## src/rtl/trd_divider.sv

```systemverilog
`default_nettype none
// ----------------------------------------------------------------------------
// trd_divider
// Restoring divider, one quotient bit per cycle: q = num / den.
// ----------------------------------------------------------------------------
module trd_divider #(
  parameter int NumW = 56,
  parameter int DenW = 40,
  parameter int QW   = 17
) (
  input  wire logic            clk,
  input  wire logic            rst,
  input  wire logic            start,
  input  wire logic [NumW-1:0] num,
  input  wire logic [DenW-1:0] den,
  output logic                 done,
  output logic [QW-1:0]        quot
);
  localparam int CW = $clog2(QW + 1);
  logic [DenW:0]   rem;
  logic [NumW-1:0] sh;
  logic [DenW-1:0] dv;
  logic [CW-1:0]   cnt;
  logic            busy;
  logic [DenW:0]   trial;

  // shift in next numerator bit
  assign trial = {rem[DenW-1:0], sh[NumW-1]};

  always_ff @(posedge clk) begin
    done <= 1'b0;
    if (rst) begin
      busy <= 1'b0;
    end else if (start) begin
      busy <= 1'b1;
      // high numerator part is below den since the quotient fits in QW bits
      rem  <= (DenW+1)'(num >> QW);
      sh   <= num << (NumW - QW);
      dv   <= den;
      cnt  <= CW'(QW);
      quot <= '0;
    end else if (busy) begin
      if (trial >= {1'b0, dv}) begin
        rem  <= trial - {1'b0, dv};
        quot <= {quot[QW-2:0], 1'b1};
      end else begin
        rem  <= trial;
        quot <= {quot[QW-2:0], 1'b0};
      end
      sh  <= sh << 1;
      cnt <= cnt - 1'b1;
      if (cnt == CW'(1)) begin
        busy <= 1'b0;
        done <= 1'b1;
      end
    end
  end
endmodule
`default_nettype wire
```

## config.mk

```make
export PLATFORM = sky130hd
export DESIGN_NAME = trd_divider
export DESIGN_NICKNAME = d
export VERILOG_FILES = /design/src/rtl/trd_divider.sv
export SDC_FILE = /design/constraint.sdc
export NUM_CORES = 1
export LEC_CHECK = 0
export BUFFER_PORTS_ARGS = -buffer_cell sky130_fd_sc_hd__buf_2
export CAP_MARGIN = 20
export CORE_MARGIN = 2
export CORE_UTILIZATION = 53
export CTS_BUF_LIST = sky130_fd_sc_hd__clkbuf_8
export DETAILED_ROUTE_END_ITERATION = 16
export HOLD_SLACK_MARGIN = 0.12
export PLACE_DENSITY = 0.87
export SETUP_SLACK_MARGIN = 0.15
export SYNTH_ARGS = -nofsm -noshare
export SYNTH_HDL_FRONTEND = slang
export SYNTH_SLANG_ARGS = --single-unit
```

## constraint.sdc

```tcl
create_clock -name clk -period 5.15 [get_ports clk]
set_clock_uncertainty 0.05 [all_clocks]
set_input_delay 1.03 -clock clk [delete_from_list [all_inputs] [get_ports clk]]
set_output_delay 1.03 -clock clk [all_outputs]
set_load 0.03 [all_outputs]
```

==> flow_summary.ini, run 1 <==
[run_status]
run_status = completed

[cts]
clkLatencyLatePin_ns = 0.46
post_cts_resized = 0
cts_tree = built
cts.sinks = 121
cts_buffer_depth = 2
htreeDepth = 4
ctsHoldBuffers = 0
cts_root_buf = clkbuf_8
numCtsBuffers = 17
cts_setup_buffers = 0
clk_pin_slew_ns = 0.07

[grt]
gr-total-overflow = 0
grt_pass1_vias = 5413
grt_util_all_layers = 0.222
grt_max_degree = 101
grt_first_pass_wirelength_um = 25400
antenna_found_initial = 0

[final_layout]
final_cell_mix = edfxtp_1 (119), buf_2 (115), a21oi_1 (63), inv_1 (60), nor2_1 (52)
diodes = 0
post-route-util = 0.632
syn_to_final_growth_pct = 15.6
multi_input_area_um2 = 3400
fin_area_um2 = 8480
regArea_um2 = 3610
finalNetCount = 935
nFillCells = 1131
layout_commonest_cell = edfxtp_1
drive_above_1_share = 0.256

[routing]
route.detailed.drc = 0
drt_wl_total_um = 15600
ant_nets = 0
routed-via-count = 5446
dr.pass1.iters = 7
avgViaCountPerCell = 5.55
wl_per_cell_um = 15.8
dr.first_iter.drc_count = 320

[power_and_ir_drop]
power_density_nw_per_um2 = 339
vdd_ir_drop_max_v = 0.000261
power.total_w = 0.00288
leakage_nw = 3.60

[timing]
relSlewSlack = 0.382
fmax_ghz = 0.256
worstMarginPinSlew_ns = 0.925
finalCritPeriodShare = 0.759
setup_viol = 0
rsz0062_at_grt = false
finalCriticalPeriod_ns = 3.91
whs_ns = 0.440
tns_ns = 0
hold_violations = 0
slew_viol_final = 0

[yosys]
syn_area_um2 = 7330
ys.flop_type = edfxtp_1
synth_edf_count = 119
synth-async-reset-ratio = 0
synth-seq-cells = 121
synth_seq_area_share = 0.493
netlist_instances = 676
yosys_warnings = 0
syn_nets = 818
ys_types = 65
syn-mean-instance-area_um2 = 10.8

[floorplanning]
dieArea_um2 = 14800
fp.dieH_um = 122
die_w_um = 122
start_util = 0.547
core-area_um2 = 13400
ios = 117
rows = 42

[worst_setup_path]
path_max_fanout = 36
r2r_slack_ns = 1.24
r2r_start = rem[24]$_DFFE_PP_
crit_arrival_ns = 4.06
cp-startpoint = rem[24]$_DFFE_PP_
crit_type = reg -> reg
required_ns = 5.30
reg2reg_to = rem[12]$_DFFE_PP_
worstSetupStartpointType = flip-flop
rr_worst_depth = 10
critPathCaptureType = flip-flop
crit_chain = ha_1, and3_2, nand2_1, or4_1, or2_1, o211ai_2, or3_2, buf_4, a21oi_1, mux2_2
slowest_delay_ns = 0.56
cp_slowest_cell = or3_2

[placed_design]
place_area_um2 = 8060
gp_congestion = 0.914
port-buffer-count = 116
place_hpwl_um = 11200

[hold_path]
min_from = busy$_SDFF_PP0_
whs_endpoint = done$_SDFF_PP0_
worstHoldPathType = reg -> reg
whs_path_depth = 1

[job]
drv_cap = 0
## routing by layer
layer | vias to the layer above | global-route usage | share of wire
met3 | 24 | 0.0609 | 0.060
met1 | 2554 | 0.286 | 0.44
met2 | 159 | 0.362 | 0.48
li1 | 2709 | - | -
met4 | 0 | 0.0797 | 0.016
met5 | - | 0 | 0
## layout make-up
class | count | share of cell area
repair buffers | 122 | 0.0765
inverters | 55 | 0.0244
clock buffers | 18 | 0.0292
clock inverters | 14 | 0.0170
flip-flops and latches | 121 | 0.426
multi-input cells | 476 | 0.401
well taps | 176 | 0.0260
## cell usage after synthesis, types with 2 or more instances
cell type,count,share of area
a211oi_1,3,0.0031
a21bo_2,2,0.0027
a21o_1,20,0.020
a21oi_1,63,0.043
a21oi_2,2,0.0024
a311oi_1,2,0.0024
a31oi_1,9,0.0077
and2_1,3,0.0026
and3_1,7,0.0060
buf_1,2,0.0010
buf_2,5,0.0034
buf_6,3,0.0046
clkbuf_1,12,0.0061
dfxtp_1,2,0.0055
edfxtp_1,119,0.49
ha_1,42,0.072
inv_1,55,0.028
mux2_1,2,0.0031
mux2_2,42,0.064
mux2i_1,4,0.0055
nand2_1,42,0.021
nand2b_1,6,0.0051
nand3_1,9,0.0061
nand4_1,7,0.0060
nor2_1,53,0.027
nor2b_1,22,0.019
nor3_1,5,0.0034
nor3b_1,10,0.010
nor4b_1,3,0.0036
o211ai_1,3,0.0031
o21a_1,7,0.0072
o21ai_0,33,0.023
o21bai_1,7,0.0072
o22ai_1,2,0.0017
o31ai_1,2,0.0020
o41ai_1,2,0.0024
or3_1,2,0.0017
or4_1,2,0.0020
xnor2_1,19,0.023
xor2_1,16,0.019
## where the power goes
group | internal, W | switching [W] | total, W
logic | 0.000347 | 0.000450 | 0.000797
clock network | 0.000478 | 0.000376 | 0.000854
registers | 0.00119 | 0.0000342 | 0.00122
total | 0.00202 | 0.000860 | 0.00288
## sequential cells by signal, summed over array words and instances, names as in the netlist
name and cells:
cnt 5, quot 17, done 1, dv 40
sh 17, busy 1, rem 40
## how the worst max path moves through the flow
stage	end	slack, ns
floorplan	cnt[0]$_SDFFCE_PP1P_	1.07
global placement	rem[23]$_DFFE_PP_	1.34
detailed placement	rem[16]$_DFFE_PP_	1.23
CTS	rem[12]$_DFFE_PP_	1.23
global route	rem[13]$_DFFE_PP_	1.02
finish	rem[12]$_DFFE_PP_	1.24
## cell families after synthesis
| logic type | after synthesis | share of synthesized area |
|---|---|---|
| and+or+nand+nor | 180 | 0.125 |
| AOI/OAI and AO/OA | 170 | 0.147 |
| DFF | 121 | 0.493 |
| buffers and inverters | 79 | 0.0464 |
| muxes | 48 | 0.0730 |
| adders and majority gates | 43 | 0.0744 |
| xor gates and xnor gates | 35 | 0.0418 |
## critical path, delay by kind of cell (launching register included)
kind / cells / cell delay [ns]
compound gates: 2 / 0.36
buf+inv: 1 / 0.45
mux: 1 / 0.27
flops: 1 / 0.39
simple gates: 5 / 1.72
fa+ha+maj: 1 / 0.41
## metrics by stage
stage | setup WS [ns] | instances
final | 1.24 | 982
after global routing | 1.02 | 982
after CTS | 1.23 | 981
after detailed placement | 1.23 | 949
after global placement | 1.34 | 949
after floorplan | 1.07 | 676
Power figures use the tool's default switching activity.
==> inputs of run 2 (changes only) <==
- CORE_UTILIZATION: 53 -> 59
- PLACE_DENSITY: 0.87 -> 0.92
- clock period: 5.15 -> 4.1 ns (I/O delays scaled with it)
==> run 2 against run 1 <==
Global-route usage up 2.2 points. Wire length decreased by 0.60%. Non-clock buffer count stayed put. Combinational power grew 27%. Critical path depth rose by 4. Sequential power is 26% higher. Die area shrank 9.8%. Sequential share of layout area hardly changed. Setup slack got worse by 0.79 ns. Flip-flop and latch count unchanged. Power up 26%. Cell count fell by 0.81%. Largest cell class unchanged. Largest power group unchanged.
==> flow_summary.ini, run 2 (synthesis results as in run 1) <==
[cts]
cts_setup_buffers = 0
cts_tree = built
cts_root_buf = clkbuf_8
numCtsBuffers = 17
clk_pin_slew_ns = 0.07
cts_buffer_depth = 2
clkLatencyLatePin_ns = 0.45
cts.sinks = 121
htreeDepth = 4

[final_layout]
post-route-util = 0.702
reg.largest.list = dv: 40 flops, rem: 40 flops
final_cell_mix = edfxtp_1 (119), buf_2 (115), a21oi_1 (63), inv_1 (58), nor2_1 (52)
drive_above_1_share = 0.258
diodes = 0
final_cells = 974
fin_area_um2 = 8470
syn_to_final_growth_pct = 15.5
finalNetCount = 935
layout_commonest_cell = edfxtp_1

[routing]
wl_per_cell_um = 15.9
drt_wl_total_um = 15500
route.detailed.drc = 0
avgViaCountPerCell = 5.69
ant_nets = 0
dr.pass1.iters = 5
routed-via-count = 5544
dr.first_iter.drc_count = 406

[timing]
fmax_ghz = 0.274
finalCriticalPeriod_ns = 3.64
slew_viol_final = 0
relSlewSlack = 0.581
finalCritPeriodShare = 0.889
rsz0062_at_grt = false
tns_ns = 0
hold_violations = 0
setup_viol = 0
worstMarginPinSlew_ns = 0.629

[job]
drv_cap = 0

[floorplanning]
die_w_um = 115
start_util = 0.608
fp.dieH_um = 115
core-area_um2 = 12100
ios = 117
dieArea_um2 = 13300
rows = 40

[worst_setup_path]
crit_type = reg -> reg
path_max_fanout = 5
rr_worst_depth = 14
crit_arrival_ns = 3.79
r2r_start = sh[55]$_DFFE_PP_
reg2reg_to = rem[38]$_DFFE_PP_
r2r_slack_ns = 0.46
worstSetupStartpointType = flip-flop
required_ns = 4.25
critPathCaptureType = flip-flop

[grt]
gr-total-overflow = 0
grt_util_all_layers = 0.244
antenna_found_initial = 0
grt_max_degree = 63
grt_first_pass_wirelength_um = 25300
grt_pass1_vias = 5489

[placed_design]
gp_congestion = 0.921
place_area_um2 = 8070
place_inst = 942
port-buffer-count = 116
place_hpwl_um = 11100

[hold_path]
whs_path_depth = 1
min_from = busy$_SDFF_PP0_
whs_endpoint = done$_SDFF_PP0_
worstHoldPathType = reg -> reg

[power_and_ir_drop]
power_density_nw_per_um2 = 427
vdd_ir_drop_max_v = 0.000250
leakage_nw = 3.59

[run_status]
run_status = completed
run 2: changes by cell type in the layout (fill, tap and decap cells not counted), sizes merged:
cell    previous run  this run
clkinv             4         7
inv               60        58
clkbuf            18        17
run 2: metal layers:
metal,vias up,wire [um],GRT usage
li1,2708,-,-
met1,2630,6810,0.305
met5,-,0,0
met2,184,7450,0.408
met4,0,199,0.0916
met3,22,1000,0.0675
run 2: worst max-delay path by stage:
stage / to / slack, ns / cells past startpoint / start
final: rem[38]$_DFFE_PP_ / 0.46 / 14 / sh[55]$_DFFE_PP_
after global routing: rem[38]$_DFFE_PP_ / 0.22 / 14 / sh[55]$_DFFE_PP_
after CTS: rem[3]$_DFFE_PP_ / 0.39 / 9 / rem[25]$_DFFE_PP_
after detailed placement: rem[23]$_DFFE_PP_ / 0.40 / 10 / rem[25]$_DFFE_PP_
after global placement: rem[39]$_SDFFCE_PP0P_ / 0.50 / 10 / rem[0]$_DFFE_PP_
after floorplan: cnt[0]$_SDFFCE_PP1P_ / 0.23 / 4 / start
run 2: power breakdown:
group          total, W  switching [W]  leakage [nW]  internal, W
Clock           0.00107       0.000478         0.209     0.000591
Sequential      0.00154      0.0000447          1.15      0.00150
Combinational   0.00101       0.000568          2.23     0.000441
Total           0.00362        0.00109          3.59      0.00253
run 2: metrics by stage:
step / worst slack [ns] / hold slack, ns / total power (W)
after floorplan: 0.233 / 0.410 / 0.00233
after global placement: 0.498 / 0.419 / 0.00252
after detailed placement: 0.398 / 0.423 / 0.00256
after CTS: 0.395 / 0.433 / 0.00363
after global routing: 0.221 / 0.448 / 0.00381
final: 0.456 / 0.430 / 0.00362
run 2: worst max-delay path, cell delays in order, from the launching register on:
cell and delay [ns]:
edfxtp_1 0.39, inv_1 0.07, ha_1 0.15, inv_1 0.05
fa_1 0.41, a21oi_2 0.18, o22ai_1 0.17, o41ai_4 0.39
o31ai_2 0.17, a21oi_2 0.20, a31oi_1 0.15, a311oi_1 0.39
xnor2_1 0.10, mux2_2 0.26, mux2_2 0.25
run 2: area by class of cell:
type / instances / area [um2]
Clock buffer: 17 / 234
Timing Repair Buffer: 122 / 641
Multi-Input combinational cell: 476 / 3400
Clock inverter: 15 / 163
Sequential cell: 121 / 3610
Fill cell: 901 / 3590
Inverter: 55 / 206
Tap cell: 168 / 210
run 2: what timing repair did:
action                                 4_1_cts  5_1_grt
hold buffers                                 0        0
gates resized for setup                      0        1
setup endpoints to repair                    0        2
endpoints found under the hold margin        0        0
